## config.mk

```make
export PLATFORM = sky130hd
export DESIGN_NAME = buddy_seq
export DESIGN_NICKNAME = d
export VERILOG_FILES = /design/src/buddy_pkg.sv /design/src/buddy_alu.sv /design/src/buddy_seq.sv
export SDC_FILE = /design/constraint.sdc
export NUM_CORES = 1
export LEC_CHECK = 0
export ABC_CLOCK_PERIOD_IN_PS = 5600
export BUFFER_PORTS_ARGS = -buffer_cell sky130_fd_sc_hd__buf_4
export CAP_MARGIN = 15
export CORE_UTILIZATION = 30
export DETAILED_ROUTE_END_ITERATION = 10
export GPL_ROUTABILITY_DRIVEN = 0
export SLEW_MARGIN = 0
export SYNTH_ARGS = -nofsm -noshare
export SYNTH_HDL_FRONTEND = slang
export SYNTH_SLANG_ARGS = --single-unit
```

## constraint.sdc

```tcl
create_clock -name clk -period 5.6 [get_ports clk]
set_input_delay 1.12 -clock clk [delete_from_list [all_inputs] [get_ports clk]]
set_output_delay 1.12 -clock clk [all_outputs]
set_load 0.01 [all_outputs]
```

## src/buddy_pkg.sv

```systemverilog
// ---------------------------------------------------------------------------
// buddy_pkg
// Shared types, constants and helpers for the buddy allocator.
// ---------------------------------------------------------------------------
package buddy_pkg;

    // default pool size in units (power of two)
    localparam int DEF_TOTAL_UNITS = 1024;

    // fixed field widths of the item words
    localparam int REQ_W   = 16;
    localparam int START_W = 10;
    localparam int SIZE_W  = 11;
    localparam int LOG_W   = 5;

    // operation codes
    localparam logic OP_ALLOC = 1'b0;
    localparam logic OP_FREE  = 1'b1;

    // input word
    typedef struct packed {
        logic               op;
        logic [REQ_W-1:0]   request_size;
        logic [START_W-1:0] free_start;
    } req_word_t;

    // result word
    typedef struct packed {
        logic               success;
        logic [START_W-1:0] block_start;
        logic [SIZE_W-1:0]  block_size;
    } rsp_word_t;

    // sequencer states
    typedef enum logic [2:0] {
        ST_CLEAR,
        ST_IDLE,
        ST_A_ROOT,
        ST_A_DOWN,
        ST_F_DOWN,
        ST_UP,
        ST_DONE
    } state_t;

    // exponent of the smallest power of two not below req (req of zero is rejected apart)
    function automatic logic [LOG_W-1:0] ceil_log2_req(input logic [REQ_W-1:0] req);
        logic [REQ_W-1:0] m;
        logic [LOG_W-1:0] r;
        m = req - REQ_W'(1);
        r = '0;
        for (int i = 0; i < REQ_W; i++)
        begin
            if (m[i])
            begin
                r = LOG_W'(i + 1);
            end
        end
        return r;
    endfunction

endpackage

```

## src/buddy_alu.sv

```systemverilog
// ---------------------------------------------------------------------------
// buddy_alu
// Shared compare and merge unit: fit test on the way down, parent
// maximum with buddy merge on the way up.
// ---------------------------------------------------------------------------
module buddy_alu #(
    parameter int W = 11
) (
    input  logic [W-1:0] a,
    input  logic [W-1:0] b,
    input  logic [W-1:0] span,
    input  logic         merge_en,
    output logic         ge,
    output logic [W-1:0] merged
);

    logic [W:0]   sum;
    logic [W-1:0] larger;

    // fit compare
    assign ge = (a >= b);

    // parent value: max of children, or the whole span when both halves are free
    assign sum    = {1'b0, a} + {1'b0, b};
    assign larger = ge ? a : b;
    assign merged = (merge_en && (sum == {1'b0, span})) ? span : larger;

endmodule

```

## src/buddy_seq.sv

```systemverilog
// ---------------------------------------------------------------------------
// buddy_seq
// Tree walk sequencer: clearing pass, descent, and path update back to
// the root, one tree level per cycle through the shared unit.
// ---------------------------------------------------------------------------
module buddy_seq #(
    parameter int TOTAL_UNITS = buddy_pkg::DEF_TOTAL_UNITS
) (
    input  logic                                clk,
    input  logic                                rst_n,
    input  logic                                req_valid,
    output logic                                req_stall,
    input  buddy_pkg::req_word_t                req_word,
    output logic                                res_valid,
    input  logic                                res_take,
    output buddy_pkg::rsp_word_t                res_word,
    output logic                                ram_we,
    output logic [$clog2(2*TOTAL_UNITS-1)-1:0]  ram_waddr,
    output logic [$clog2(TOTAL_UNITS)+1:0]      ram_wdata,
    output logic [$clog2(2*TOTAL_UNITS-1)-1:0]  ram_raddr,
    input  logic [$clog2(TOTAL_UNITS)+1:0]      ram_rdata
);

    localparam int LEVELS     = $clog2(TOTAL_UNITS);
    localparam int LFB_W      = LEVELS + 1;
    localparam int NODE_COUNT = 2 * TOTAL_UNITS - 1;
    localparam int NODE_W     = $clog2(NODE_COUNT);
    localparam int CMP_W      = ((LEVELS > buddy_pkg::START_W) ? LEVELS
                                                               : buddy_pkg::START_W) + 1;

    buddy_pkg::state_t    state_reg, state_next;
    logic [NODE_W-1:0]    node_reg, node_next;
    logic [NODE_W-1:0]    lvl_end_reg, lvl_end_next;
    logic [LFB_W-1:0]     span_reg, span_next;
    logic [LEVELS-1:0]    offset_reg, offset_next;
    logic [LFB_W-1:0]     want_reg, want_next;
    logic [LFB_W-1:0]     cur_reg, cur_next;
    logic [buddy_pkg::START_W-1:0] start_reg, start_next;
    logic                 op_reg, op_next;
    buddy_pkg::rsp_word_t res_reg, res_next;

    logic                          accept;
    logic [buddy_pkg::LOG_W-1:0]   want_log;
    logic                          alloc_bad;
    logic [LFB_W-1:0]              rd_lfb;
    logic                          rd_taken;
    logic [LFB_W-1:0]              half;
    logic [LFB_W-1:0]              span_up;
    logic [NODE_W-1:0]             left_child;
    logic [NODE_W-1:0]             right_child;
    logic [NODE_W-1:0]             parent;
    logic [NODE_W-1:0]             sibling;
    logic [NODE_W-1:0]             parent_sibling;
    logic [NODE_W-1:0]             fit_child;
    logic [NODE_W-1:0]             fit_other;
    logic [NODE_W-1:0]             fit_grand;
    logic [NODE_W-1:0]             free_child;
    logic [LEVELS-1:0]             offset_half;
    logic [CMP_W-1:0]              offset_ext;
    logic [CMP_W-1:0]              start_ext;
    logic [CMP_W-1:0]              mid_ext;
    logic                          go_left;
    logic                          free_hit;
    logic                          half_hit;
    logic                          root_hit;
    logic                          clr_last;
    logic [LFB_W-1:0]              alu_b;
    logic                          alu_ge;
    logic [LFB_W-1:0]              alu_merged;

    // shared compare / merge unit
    assign alu_b = (state_reg == buddy_pkg::ST_UP) ? cur_reg : want_reg;

    buddy_alu #(
        .W (LFB_W)
    ) u_alu (
        .a        (rd_lfb),
        .b        (alu_b),
        .span     (span_up),
        .merge_en (op_reg == buddy_pkg::OP_FREE),
        .ge       (alu_ge),
        .merged   (alu_merged)
    );

    // request decode
    assign req_stall = (state_reg != buddy_pkg::ST_IDLE);
    assign accept    = req_valid && !req_stall;
    assign want_log  = buddy_pkg::ceil_log2_req(req_word.request_size);
    assign alloc_bad = (req_word.request_size == '0) || (32'(want_log) > LEVELS);

    // node arithmetic
    assign rd_lfb         = ram_rdata[LFB_W-1:0];
    assign rd_taken       = ram_rdata[LFB_W];
    assign half           = span_reg >> 1;
    assign span_up        = span_reg << 1;
    assign left_child     = NODE_W'({node_reg, 1'b0}) + NODE_W'(1);
    assign right_child    = left_child + NODE_W'(1);
    assign parent         = (node_reg - NODE_W'(1)) >> 1;
    assign sibling        = node_reg[0] ? (node_reg + NODE_W'(1)) : (node_reg - NODE_W'(1));
    assign parent_sibling = parent[0] ? (parent + NODE_W'(1)) : (parent - NODE_W'(1));
    assign fit_child      = alu_ge ? left_child : right_child;
    assign fit_other      = alu_ge ? right_child : left_child;
    assign fit_grand      = NODE_W'({fit_child, 1'b0}) + NODE_W'(1);
    assign offset_half    = offset_reg + half[LEVELS-1:0];

    // position compares for the free walk
    assign offset_ext = CMP_W'(offset_reg);
    assign start_ext  = CMP_W'(start_reg);
    assign mid_ext    = offset_ext + CMP_W'(half);
    assign go_left    = (mid_ext > start_ext);
    assign free_child = go_left ? left_child : right_child;
    assign free_hit   = (offset_ext == start_ext) && rd_taken;

    assign half_hit = (half == want_reg);
    assign root_hit = (span_reg == want_reg);
    assign clr_last = (node_reg == NODE_W'(NODE_COUNT - 1));

    assign res_valid = (state_reg == buddy_pkg::ST_DONE);
    assign res_word  = res_reg;

    // next state
    always_comb
    begin
        state_next = state_reg;
        unique case (state_reg)
            buddy_pkg::ST_CLEAR:
            begin
                if (clr_last)
                begin
                    state_next = buddy_pkg::ST_IDLE;
                end
            end
            buddy_pkg::ST_IDLE:
            begin
                if (accept)
                begin
                    if (req_word.op == buddy_pkg::OP_FREE)
                    begin
                        state_next = buddy_pkg::ST_F_DOWN;
                    end
                    else if (alloc_bad)
                    begin
                        state_next = buddy_pkg::ST_DONE;
                    end
                    else
                    begin
                        state_next = buddy_pkg::ST_A_ROOT;
                    end
                end
            end
            buddy_pkg::ST_A_ROOT:
            begin
                if (!alu_ge || root_hit)
                begin
                    state_next = buddy_pkg::ST_DONE;
                end
                else
                begin
                    state_next = buddy_pkg::ST_A_DOWN;
                end
            end
            buddy_pkg::ST_A_DOWN:
            begin
                if (half_hit)
                begin
                    state_next = buddy_pkg::ST_UP;
                end
            end
            buddy_pkg::ST_F_DOWN:
            begin
                if (free_hit)
                begin
                    state_next = (node_reg == '0) ? buddy_pkg::ST_DONE : buddy_pkg::ST_UP;
                end
                else if (span_reg == LFB_W'(1))
                begin
                    state_next = buddy_pkg::ST_DONE;
                end
            end
            buddy_pkg::ST_UP:
            begin
                if (parent == '0)
                begin
                    state_next = buddy_pkg::ST_DONE;
                end
            end
            buddy_pkg::ST_DONE:
            begin
                if (res_take)
                begin
                    state_next = buddy_pkg::ST_IDLE;
                end
            end
            default:
            begin
                state_next = buddy_pkg::ST_IDLE;
            end
        endcase
    end

    // datapath and memory control
    always_comb
    begin
        node_next    = node_reg;
        lvl_end_next = lvl_end_reg;
        span_next    = span_reg;
        offset_next  = offset_reg;
        want_next    = want_reg;
        cur_next     = cur_reg;
        start_next   = start_reg;
        op_next      = op_reg;
        res_next     = res_reg;
        ram_we       = 1'b0;
        ram_waddr    = node_reg;
        ram_wdata    = {1'b0, span_reg};
        ram_raddr    = '0;
        unique case (state_reg)
            buddy_pkg::ST_CLEAR:
            begin
                // one node per cycle, span halves at the end of each level
                ram_we    = 1'b1;
                node_next = node_reg + NODE_W'(1);
                if (node_reg == lvl_end_reg)
                begin
                    span_next    = half;
                    lvl_end_next = NODE_W'({lvl_end_reg, 1'b0}) + NODE_W'(2);
                end
            end
            buddy_pkg::ST_IDLE:
            begin
                node_next   = '0;
                span_next   = LFB_W'(TOTAL_UNITS);
                offset_next = '0;
                if (accept)
                begin
                    op_next    = req_word.op;
                    start_next = req_word.free_start;
                    want_next  = LFB_W'(1) << want_log;
                    res_next   = '0;
                end
            end
            buddy_pkg::ST_A_ROOT:
            begin
                if (!alu_ge)
                begin
                    res_next = '0;
                end
                else if (root_hit)
                begin
                    // whole pool taken at the root
                    ram_we    = 1'b1;
                    ram_waddr = node_reg;
                    ram_wdata = {1'b1, LFB_W'(0)};
                    res_next.success     = 1'b1;
                    res_next.block_start = '0;
                    res_next.block_size  = buddy_pkg::SIZE_W'(span_reg);
                end
                else
                begin
                    ram_raddr = left_child;
                end
            end
            buddy_pkg::ST_A_DOWN:
            begin
                // leftmost child with room
                node_next = fit_child;
                span_next = half;
                if (!alu_ge)
                begin
                    offset_next = offset_half;
                end
                if (half_hit)
                begin
                    ram_we    = 1'b1;
                    ram_waddr = fit_child;
                    ram_wdata = {1'b1, LFB_W'(0)};
                    cur_next  = '0;
                    ram_raddr = fit_other;
                    res_next.success     = 1'b1;
                    res_next.block_start = buddy_pkg::START_W'(alu_ge ? offset_reg : offset_half);
                    res_next.block_size  = buddy_pkg::SIZE_W'(half);
                end
                else
                begin
                    ram_raddr = fit_grand;
                end
            end
            buddy_pkg::ST_F_DOWN:
            begin
                if (free_hit)
                begin
                    ram_we    = 1'b1;
                    ram_waddr = node_reg;
                    ram_wdata = {1'b0, span_reg};
                    cur_next  = span_reg;
                    ram_raddr = sibling;
                    res_next.success     = 1'b1;
                    res_next.block_start = start_reg;
                    res_next.block_size  = buddy_pkg::SIZE_W'(span_reg);
                end
                else if (span_reg == LFB_W'(1))
                begin
                    res_next = '0;
                end
                else
                begin
                    // follow the start position
                    node_next = free_child;
                    span_next = half;
                    if (!go_left)
                    begin
                        offset_next = offset_half;
                    end
                    ram_raddr = free_child;
                end
            end
            buddy_pkg::ST_UP:
            begin
                // parent gets max of children, merged when both halves free
                ram_we    = 1'b1;
                ram_waddr = parent;
                ram_wdata = {1'b0, alu_merged};
                cur_next  = alu_merged;
                node_next = parent;
                span_next = span_up;
                ram_raddr = parent_sibling;
            end
            buddy_pkg::ST_DONE:
            begin
                ram_raddr = '0;
            end
            default:
            begin
                ram_raddr = '0;
            end
        endcase
    end

    // control registers
    always_ff @(posedge clk or negedge rst_n)
    begin
        if (!rst_n)
        begin
            state_reg   <= buddy_pkg::ST_CLEAR;
            node_reg    <= '0;
            lvl_end_reg <= '0;
            span_reg    <= LFB_W'(TOTAL_UNITS);
        end
        else
        begin
            state_reg   <= state_next;
            node_reg    <= node_next;
            lvl_end_reg <= lvl_end_next;
            span_reg    <= span_next;
        end
    end

    // payload registers
    always_ff @(posedge clk)
    begin
        offset_reg <= offset_next;
        want_reg   <= want_next;
        cur_reg    <= cur_next;
        start_reg  <= start_next;
        op_reg     <= op_next;
        res_reg    <= res_next;
    end

endmodule

```

==> flow_metrics.py, run 1 <==
metrics = {
    "outcome": {
        "status": "finished, final reports clean",
    },
    "synth": {
        "ys_top_cells_by_area": "edfxtp_1, dfrtp_1, ha_1, nand2_1, xnor2_1",
        "synth_edf_count": 65,
        "async_flop_share": 0.350,
        "synth.avg_cell_area_um2": 8.03,
        "ys_seq_area_frac": 0.283,
        "syn_area_mm2": 0.00998,
        "yosys_warnings": 0,
        "synth_flop_cell": "edfxtp_1",
        "syn-num-nets": 1348,
        "synth.top_cell.area_share": 0.196,
        "postSynthRegisterBits": 100,
        "synth_area_leader_cell": "edfxtp_1",
        "synth_cells": 1244,
        "synth_cell_types": 78,
    },
    "clock_network": {
        "insertion_delay_ps": 380,
        "cts_tree": "yes",
        "clk_transition_reported_paths_ps": 80,
        "cts_root_buf": "clkbuf_16",
        "cts_buffers": 9,
        "cts_buffer_depth": 2,
        "htree_levels": 3,
        "cts_sinks": 100,
    },
    "sta": {
        "max_freq_mhz": 179,
        "setup_ws_ps": 22.7,
        "timing.max_slew.rel_slack": 0.278,
        "rsz0062_at_grt": "true",
        "tns_ps": 0,
        "setup_viol": 0,
        "hold_viol": 0,
        "min_period_ps": 5580,
        "slew_violations": 0,
        "worst_slew_pin_slew_ps": 1080,
        "worst_clock_skew_ps": 13.0,
        "post-route-period-util": 0.996,
        "whs_ps": 531,
    },
    "worst_hold_path": {
        "hold_path.class": "register to register",
        "hold_path_depth": 1,
    },
    "place": {
        "place_hpwl_um": 26300,
        "portBuffers": 101,
        "place_ws_ps": -212,
    },
    "setup_path": {
        "cp-startpoint": "offset_reg[0]$_SDFFCE_PN0P_",
        "r2r_start": "offset_reg[0]$_SDFFCE_PN0P_",
        "path_max_fanout": 7,
        "timing.critical_path.to": "ram_raddr[8]",
        "critPathKind": "register to output pin",
        "arrival_ps": 4460,
        "worst-r2r-cell-count": 18,
        "endpoint_kind": "output pin",
        "reg2reg_to": "node_reg[3]$_DFFE_PN0P_",
        "worstSetupStartpointType": "register",
        "worstPathRequired_ps": 4480,
        "rrSetupSlack_ps": 1430,
    },
    "routing": {
        "route.vias.total": 10300,
        "drt_iter0_drc": 1238,
        "ant_nets": 0,
        "routed_wirelength_um": 36500,
        "vias_per_cell": 5.76,
        "firstDrtPassIters": 5,
        "wl_per_cell_um": 20.4,
        "drc": 0,
    },
    "finish": {
        "area_delta_synth_final_pct": 20.0,
        "seq_area_mm2": 0.00283,
        "largest_register_ffs": 22,
        "drive_gt1_frac": 0.196,
        "final_cell_mix": "buf_4, nand2_1, nor2_1",
        "multi_input_area_mm2": 0.00676,
        "nFillCells": 3350,
        "final_nets": 1439,
        "layout_commonest_cell": "buf_4",
    },
    "global_routing": {
        "antenna_found_initial": 1,
        "grt_pass1_wl_um": 55600,
        "grt_max_degree": 36,
        "gr-total-overflow": 0,
        "grtUsageTotal": 0.212,
        "grt_pass1_vias": 9782,
    },
    "floorplan": {
        "die_h_um": 184,
        "die-area_mm2": 0.0340,
        "coreArea_mm2": 0.0326,
        "initial_utilization": 0.306,
        "row_count": 66,
        "io_pins": 102,
        "die_w_um": 184,
    },
    "power": {
        "leakage_nw": 4.75,
        "finalPower_mw": 1.62,
        "power_density_mw_per_mm2": 135,
        "ir_worst_vdd_mv": 0.123,
    },
    "run": {
        "drv_cap": 0,
    },
}
==> power by group <==
group	switching, mW	total, mW	leakage, nW	internal, mW
Sequential	0	0.780	0.951	0.780
Clock	0.353	0.675	0.152	0.322
Combinational	0.0946	0.162	3.64	0.0677
==> cell usage after synthesis (34+ instances only) <==
library cell	count
xnor2_1	67
inv_1	51
xor2_1	39
nor2_1	99
nand3_1	44
dfrtp_1	34
nand2_1	158
ha_1	58
edfxtp_1	65
o21ai_0	81
a21oi_1	63
nor3_1	34
clkbuf_1	76
==> per-layer routing <==
metal,global-route usage,up-vias,part of all wire
met3,0.0290,104,0.084
met1,0.278,4852,0.42
li1,-,4719,-
met5,0,-,0
met4,0.0977,0,0.042
met2,0.343,593,0.45
==> what timing repair did <==
item / in CTS / in global routing
gates resized for setup: 10 / 27
hold buffers: 0 / 0
cloned: 0 / 1
buffers inserted: 3 / 7
pin swaps: 2 / 9
endpoints found under the setup margin: 22 / 22
==> cell families (layout without fill, tap and decap cells) <==
group / count (synthesis) / in the layout / share of synthesized area
buffers and inverters: 144 / 240 / 0.0592
and+or+nand+nor: 439 / 439 / 0.206
DFF: 100 / 100 / 0.283
muxes: 39 / 39 / 0.0415
other: 0 / 1 / 0
adders and majority gates: 61 / 61 / 0.0787
xor gates and xnor gates: 106 / 106 / 0.0930
AOI/OAI and AO/OA: 355 / 355 / 0.238
==> worst min path at each step <==
stage                                            from                           to  slack [ps]
after floorplan            lvl_end_reg[1]$_DFFE_PN0P_   lvl_end_reg[1]$_DFFE_PN0P_         470
after global placement     lvl_end_reg[1]$_DFFE_PN0P_   lvl_end_reg[1]$_DFFE_PN0P_         500
after detailed placement  lvl_end_reg[10]$_DFFE_PN0P_  lvl_end_reg[10]$_DFFE_PN0P_         520
after CTS                 lvl_end_reg[10]$_DFFE_PN0P_  lvl_end_reg[10]$_DFFE_PN0P_         540
after global routing      lvl_end_reg[10]$_DFFE_PN0P_  lvl_end_reg[10]$_DFFE_PN0P_         570
final                     lvl_end_reg[10]$_DFFE_PN0P_  lvl_end_reg[10]$_DFFE_PN0P_         530
==> per-stage QoR <==
stage	std cells	util	cell area (µm²)
floorplan	1244	-	9980
global placement	1754	0.350	11400
detailed placement	1755	0.350	11400
CTS	1774	0.362	11800
global route	1783	0.367	12000
finish	1783	0.367	12000
==> area by class of cell <==
type,count,area share
multi-input combinational,1000,0.564
sequential,100,0.236
timing repair buffer,172,0.111
tap,442,0.0461
clock buffer,9,0.0188
inverter,52,0.0163
clock inverter,7,0.00762
antenna,1,0.000209
==> critical path, cell delays in order (launching register included) <==
cell and delay (ps):
edfxtp_1 440, ha_2 210, inv_1 70, fa_2 210
nor2b_2 50, o31a_1 320, o211a_1 240, nor2_1 130
xnor2_1 180, ha_1 300, a211o_1 350, a31o_2 250
o311ai_4 100, buf_12 170, nand4_1 160, o311ai_0 670
buf_4 240
(Power assumes the default switching activity.)
==> run 2, diff against run 1 <==
Settings changed: CORE_ASPECT_RATIO from default to 1.25.
==> flow_metrics.py, run 2 (synthesis gave the netlist of run 1 again) <==
metrics = {
    "clock_network": {
        "cts_tree": "yes",
        "cts_buffers": 9,
        "htree_levels": 3,
        "cts_root_buf": "clkbuf_16",
        "cts_hold_buf": 0,
        "cts_sinks": 100,
        "clk_transition_reported_paths_ps": 80,
        "insertion_delay_ps": 360,
        "cts_buffer_depth": 2,
    },
    "sta": {
        "post-route-period-util": 0.990,
        "slew_violations": 0,
        "setup_ws_ps": 56.3,
        "min_period_ps": 5540,
        "worst_slew_pin_slew_ps": 1030,
        "whs_ps": 521,
        "rsz0062_at_grt": "true",
        "worst_clock_skew_ps": 16.5,
        "hold_viol": 0,
        "max_freq_mhz": 180,
        "timing.max_slew.rel_slack": 0.306,
        "setup_viol": 0,
    },
    "outcome": {
        "status": "finished, final reports clean",
    },
    "floorplan": {
        "die-area_mm2": 0.0340,
        "die_w_um": 165,
        "row_count": 74,
        "initial_utilization": 0.305,
        "coreArea_mm2": 0.0327,
        "io_pins": 102,
        "die_h_um": 206,
    },
    "power": {
        "leakage_nw": 4.78,
        "ir_worst_vdd_mv": 0.125,
        "finalPower_mw": 1.61,
        "power_density_mw_per_mm2": 134,
    },
    "worst_hold_path": {
        "hold_path.class": "register to register",
    },
    "routing": {
        "wl_per_cell_um": 20.4,
        "routed_wirelength_um": 36000,
        "vias_per_cell": 5.82,
        "route.vias.total": 10300,
        "firstDrtPassIters": 7,
        "drc": 0,
        "ant_nets": 0,
        "drt_iter0_drc": 1028,
    },
    "finish": {
        "drive_gt1_frac": 0.200,
        "final_nets": 1447,
        "nFillCells": 3332,
        "diodes": 0,
        "fin_area_mm2": 0.0120,
        "final_cell_mix": "buf_4, nand2_1, nor2_1",
        "seq_area_mm2": 0.00283,
        "largest_register_ffs": 22,
        "area_delta_synth_final_pct": 20.0,
        "final_util": 0.367,
        "multi_input_area_mm2": 0.00676,
        "layout_commonest_cell": "buf_4",
    },
    "setup_path": {
        "endpoint_kind": "output pin",
        "worstSetupStartpointType": "register",
        "crit_top_cell": "buf_6",
        "slowest_stage": "or4_4",
        "path_buf_inv": 3,
        "worstPathRequired_ps": 4480,
        "critPathKind": "register to output pin",
        "max_stage_delay_ps": 520,
        "path_max_fanout": 6,
        "cp_top_family": "compound AO/OA/AOI/OAI gates",
        "arrival_ps": 4420,
        "path_cells": "ha_2 -> inv_2 -> fa_2 -> nor2b_2 -> o31a_1 -> o211a_1 -> nor2_2 -> xnor2_2 -> ha_1 -> a211o_1 -> a31o_4 -> o311ai_4 -> buf_6 -> nand4_1 -> xor2_1 -> nor2_1 -> or4_4 -> buf_6",
    },
    "global_routing": {
        "grt_pass1_vias": 9927,
        "gr-total-overflow": 0,
        "antenna_found_initial": 0,
        "grt_pass1_wl_um": 55500,
        "grt_max_degree": 36,
        "grtUsageTotal": 0.211,
    },
    "place": {
        "portBuffers": 101,
        "place_hpwl_um": 26800,
        "place_ws_ps": 334,
        "place_area_mm2": 0.0114,
    },
    "run": {
        "drv_cap": 0,
    },
}
[run 2: cell types whose count changed in the layout (fill, tap and decap cells not counted), sizes merged]
cell and delta:
buf +8, clkbuf +4, clkinv -5, diode -1, inv +1
[run 2: report_power, final]
group / internal (mW) / leakage, nW / switching (mW)
Clock: 0.371 / 0.157 / 0.297
Combinational: 0.0669 / 3.67 / 0.0944
Sequential: 0.780 / 0.953 / 0
[run 2: cell type report]
| class | instances | area share |
|---|---|---|
| Clock buffer | 13 | 0.0244 |
| Tap cell | 418 | 0.0437 |
| Clock inverter | 3 | 0.00178 |
| Timing Repair Buffer | 180 | 0.114 |
| Inverter | 52 | 0.0163 |
| Sequential cell | 100 | 0.236 |
| Multi-Input combinational cell | 1000 | 0.564 |
[run 2: final timing paths]
check	to	depth (start not counted)	slack, ps	startpoint
setup / recovery	ram_raddr[7]	18	60	span_reg[1]$_DFFE_PN0P_
hold / removal	lvl_end_reg[1]$_DFFE_PN0P_	1	520	lvl_end_reg[1]$_DFFE_PN0P_
setup reg to reg	res_word[9]$_SDFFCE_PN0P_	19	1390	state_reg[1]$_DFFE_PN0P_
hold reg to reg	lvl_end_reg[1]$_DFFE_PN0P_	1	520	lvl_end_reg[1]$_DFFE_PN0P_
max in group asynchronous	span_reg[10]$_DFFE_PN1P_	1	4470	rst_n
min in group asynchronous	node_reg[2]$_DFFE_PN0P_	1	730	rst_n
[run 2: layer usage]
| metal | share of wire | global-route usage |
|---|---|---|
| met3 | 0.068 | 0.0203 |
| met1 | 0.40 | 0.263 |
| met4 | 0.050 | 0.114 |
| met2 | 0.48 | 0.357 |
| met5 | 0 | 0 |
[run 2: repair_timing]
item / CTS / global route
endpoints found under the setup margin: 5 / 24
resized for setup: 5 / 30
pin swaps: 3 / 15
endpoints found under the hold margin: 0 / 0
buffers inserted: 2 / 17
[run 2: worst register-to-register path, cell delays in order (launching register included)]
cell and delay [ps]:
dfrtp_1 380, inv_1 120, nand2_1 120, nor2_4 240, buf_4 190, buf_4 160, nand2_1 60, nand2_1 80
inv_1 50, ha_1 260, o21ba_2 210, o211ai_1 260, o21ai_2 180, a21oi_4 140, buf_4 340, buf_4 300
nor3_1 70, a31oi_1 310, nor2_1 250, a22o_1 250
[run 2: stage by stage]
step / setup TNS [ps] / cells
6_report: 0 / 1766
5_1_grt: -473 / 1766
2_1_floorplan: 0 / 1244
4_1_cts: 0 / 1749
3_5_place_dp: 0 / 1731
3_3_place_gp: 0 / 1731
==> run 3, diff against run 2 <==
Settings changed: ABC_AREA from default to 1, GPL_ROUTABILITY_DRIVEN 0 to default.
==> flow_metrics.py, run 3 <==
metrics = {
    "outcome": {
        "status": "finished, final reports clean",
    },
    "finish": {
        "multi_input_area_mm2": 0.00595,
        "largest_register_ffs": 22,
        "seq_area_mm2": 0.00283,
        "layout_commonest_cell": "nand2_1",
        "drive_gt1_frac": 0.148,
        "area_delta_synth_final_pct": 17.0,
        "nFillCells": 3366,
        "final_cell_mix": "nand2_1, inv_1, buf_4",
        "final_nets": 1611,
        "diodes": 0,
    },
    "setup_path": {
        "worstSetupStartpointType": "register",
        "endpoint_kind": "output pin",
        "arrival_ps": 4180,
        "critPathKind": "register to output pin",
        "path_max_fanout": 17,
        "worstPathRequired_ps": 4480,
    },
    "routing": {
        "drt_iter0_drc": 751,
        "firstDrtPassIters": 6,
        "vias_per_cell": 5.28,
        "drc": 0,
        "ant_nets": 0,
        "wl_per_cell_um": 17.9,
        "routed_wirelength_um": 34400,
        "route.vias.total": 10200,
    },
    "synth": {
        "synth_most_common_cell": "nand2_1",
        "netlist_top_cells_count": "nand2_1, inv_1, o21ai_0",
        "synth_top_family_by_area": "simple AND/OR/NAND/NOR gates",
        "syn_area_mm2": 0.00972,
        "synth_cell_types": 54,
        "muxShareOfSynthArea": 0,
        "synth_edf_count": 65,
        "postSynthRegisterBits": 100,
        "ys_seq_area_frac": 0.291,
        "synth-compound-area-share": 0.173,
        "synth.top_cell.area_share": 0.201,
        "synth_area_leader_cell": "edfxtp_1",
        "synth_cells": 1411,
        "synth.avg_cell_area_um2": 6.89,
        "synth-adder-area-share": 0.0809,
        "yosys_warnings": 0,
        "async_flop_share": 0.350,
        "synth_xor_area_frac": 0.0567,
        "synth-simple-area-share": 0.300,
        "synth_flop_cell": "edfxtp_1",
        "syn-num-nets": 1515,
        "ys_top_cells_by_area": "edfxtp_1, nand2_1, dfrtp_1, ha_1, inv_1",
    },
    "sta": {
        "whs_ps": 483,
        "worst_slew_pin_slew_ps": 1130,
        "post-route-period-util": 0.946,
        "max_freq_mhz": 189,
        "slew_violations": 0,
        "worst_clock_skew_ps": 12.7,
        "timing.max_slew.rel_slack": 0.243,
        "rsz0062_at_grt": "false",
        "hold_viol": 0,
        "min_period_ps": 5300,
        "tns_ps": 0,
        "setup_viol": 0,
    },
    "worst_hold_path": {
        "hold_path.class": "register to register",
    },
    "floorplan": {
        "io_pins": 102,
        "coreArea_mm2": 0.0319,
        "row_count": 73,
        "initial_utilization": 0.305,
        "die-area_mm2": 0.0331,
        "die_w_um": 163,
        "die_h_um": 203,
    },
    "place": {
        "place.gp.congestion": 0.988,
        "place_hpwl_um": 26700,
        "portBuffers": 101,
    },
    "clock_network": {
        "cts_root_buf": "clkbuf_16",
        "cts_tree": "yes",
        "cts_buffers": 9,
        "cts_buffer_depth": 2,
        "clk_transition_reported_paths_ps": 80,
        "cts_sinks": 100,
        "htree_levels": 3,
        "insertion_delay_ps": 360,
    },
    "global_routing": {
        "grt_max_degree": 37,
        "grt_pass1_wl_um": 52400,
        "grtUsageTotal": 0.205,
        "grt_pass1_vias": 9662,
        "gr-total-overflow": 0,
        "antenna_found_initial": 0,
    },
    "power": {
        "power_density_mw_per_mm2": 645,
        "leakage_nw": 5.31,
        "ir_worst_vdd_mv": 0.330,
    },
    "run": {
        "drv_cap": 0,
    },
}
[run 3: changes by cell type in the layout (fill, tap and decap cells not counted), moves of 14 or more]
cell / change
a21o_1: -31
mux2_2: -19
o221ai_1: +17
inv_1: +119
inv_2: +14
nand3_1: +32
xnor2_1: -53
mux2i_1: -19
a31oi_1: -17
o21ai_0: +41
nand2_1: +209
buf_4: -43
[run 3: kinds of logic (layout without fill, tap and decap cells)]
kind of cell,after synthesis,in the layout
adder cells (fa/ha/maj),61,61
AO/OA/AOI/OAI,285,285
XOR/XNOR,62,62
AND/OR/NAND/NOR,662,662
buffers and inverters,241,342
flip-flops,100,100
[run 3: worst max-delay path, cell delays in order (launching register included)]
cell and delay [ps]:
edfxtp_1 390, ha_1 170, inv_1 50, fa_1 410
o21ai_2 160, a21oi_1 80, o21bai_1 190, xor2_1 210
inv_1 90, ha_1 290, nand2_1 140, nor2_1 60
nor2_1 90, nand3_1 80, nand2_1 60, inv_1 30
nor2_1 120, o21ai_0 90, o41ai_1 80, nand2_2 120
buf_12 170, inv_1 140, nand2_1 80, nand2_1 90
o21ai_0 80, nand2_1 60, nand2_1 100, buf_4 160
[run 3: timing repair]
item                                    CTS  global route
setup buffers                             5             3
hold buffers                              0             0
pin swaps                                 2             1
hold endpoints to repair                  0             0
resized for setup                         2             7
endpoints found under the setup margin   10            17
[run 3: power by group]
group	internal [mW]	switching, mW
registers	1.18	0.285
clock network	0.350	0.308
logic	1.85	3.37
[run 3: area by class of cell]
class | count | area share
clock inverter | 7 | 0.00660
tap | 412 | 0.0453
sequential | 100 | 0.249
multi-input combinational | 1070 | 0.523
clock buffer | 9 | 0.0198
timing repair buffer | 137 | 0.0933
inverter | 189 | 0.0626
[run 3: metrics by stage]
| step | instances | power (mW) | cell area, µm² | setup WS [ps] | utilization |
|---|---|---|---|---|---|
| floorplan | 1411 | 4.76 | 9720 | 302 | - |
| global placement | 1899 | 6.46 | 11000 | 156 | 0.344 |
| detailed placement | 1899 | 6.49 | 11000 | 216 | 0.344 |
| CTS | 1920 | 7.26 | 11300 | 100 | 0.355 |
| global route | 1924 | 7.93 | 11400 | 7.41 | 0.357 |
| finish | 1924 | 7.34 | 11400 | 302 | 0.357 |
[run 3: final timing paths]
check	slack (ps)	start	to	cells past startpoint
max in group asynchronous	4500	rst_n	span_reg[10]$_DFFE_PN1P_	1
setup reg to reg	1580	offset_reg[0]$_SDFFCE_PN0P_	node_reg[1]$_DFFE_PN0P_	26
setup / recovery	300	offset_reg[0]$_SDFFCE_PN0P_	ram_raddr[9]	27
hold reg to reg	480	lvl_end_reg[1]$_DFFE_PN0P_	lvl_end_reg[2]$_DFFE_PN0P_	2
hold / removal	480	lvl_end_reg[1]$_DFFE_PN0P_	lvl_end_reg[2]$_DFFE_PN0P_	2
min in group asynchronous	720	rst_n	node_reg[4]$_DFFE_PN0P_	1
[run 3: layer usage]
layer / vias to the layer above / global-route usage / wire (µm)
met5: - / 0 / 0
met4: 0 / 0.102 / 1530
met3: 83 / 0.0228 / 2030
met2: 421 / 0.347 / 16500
met1: 4714 / 0.256 / 14300
li1: 4945 / - / -
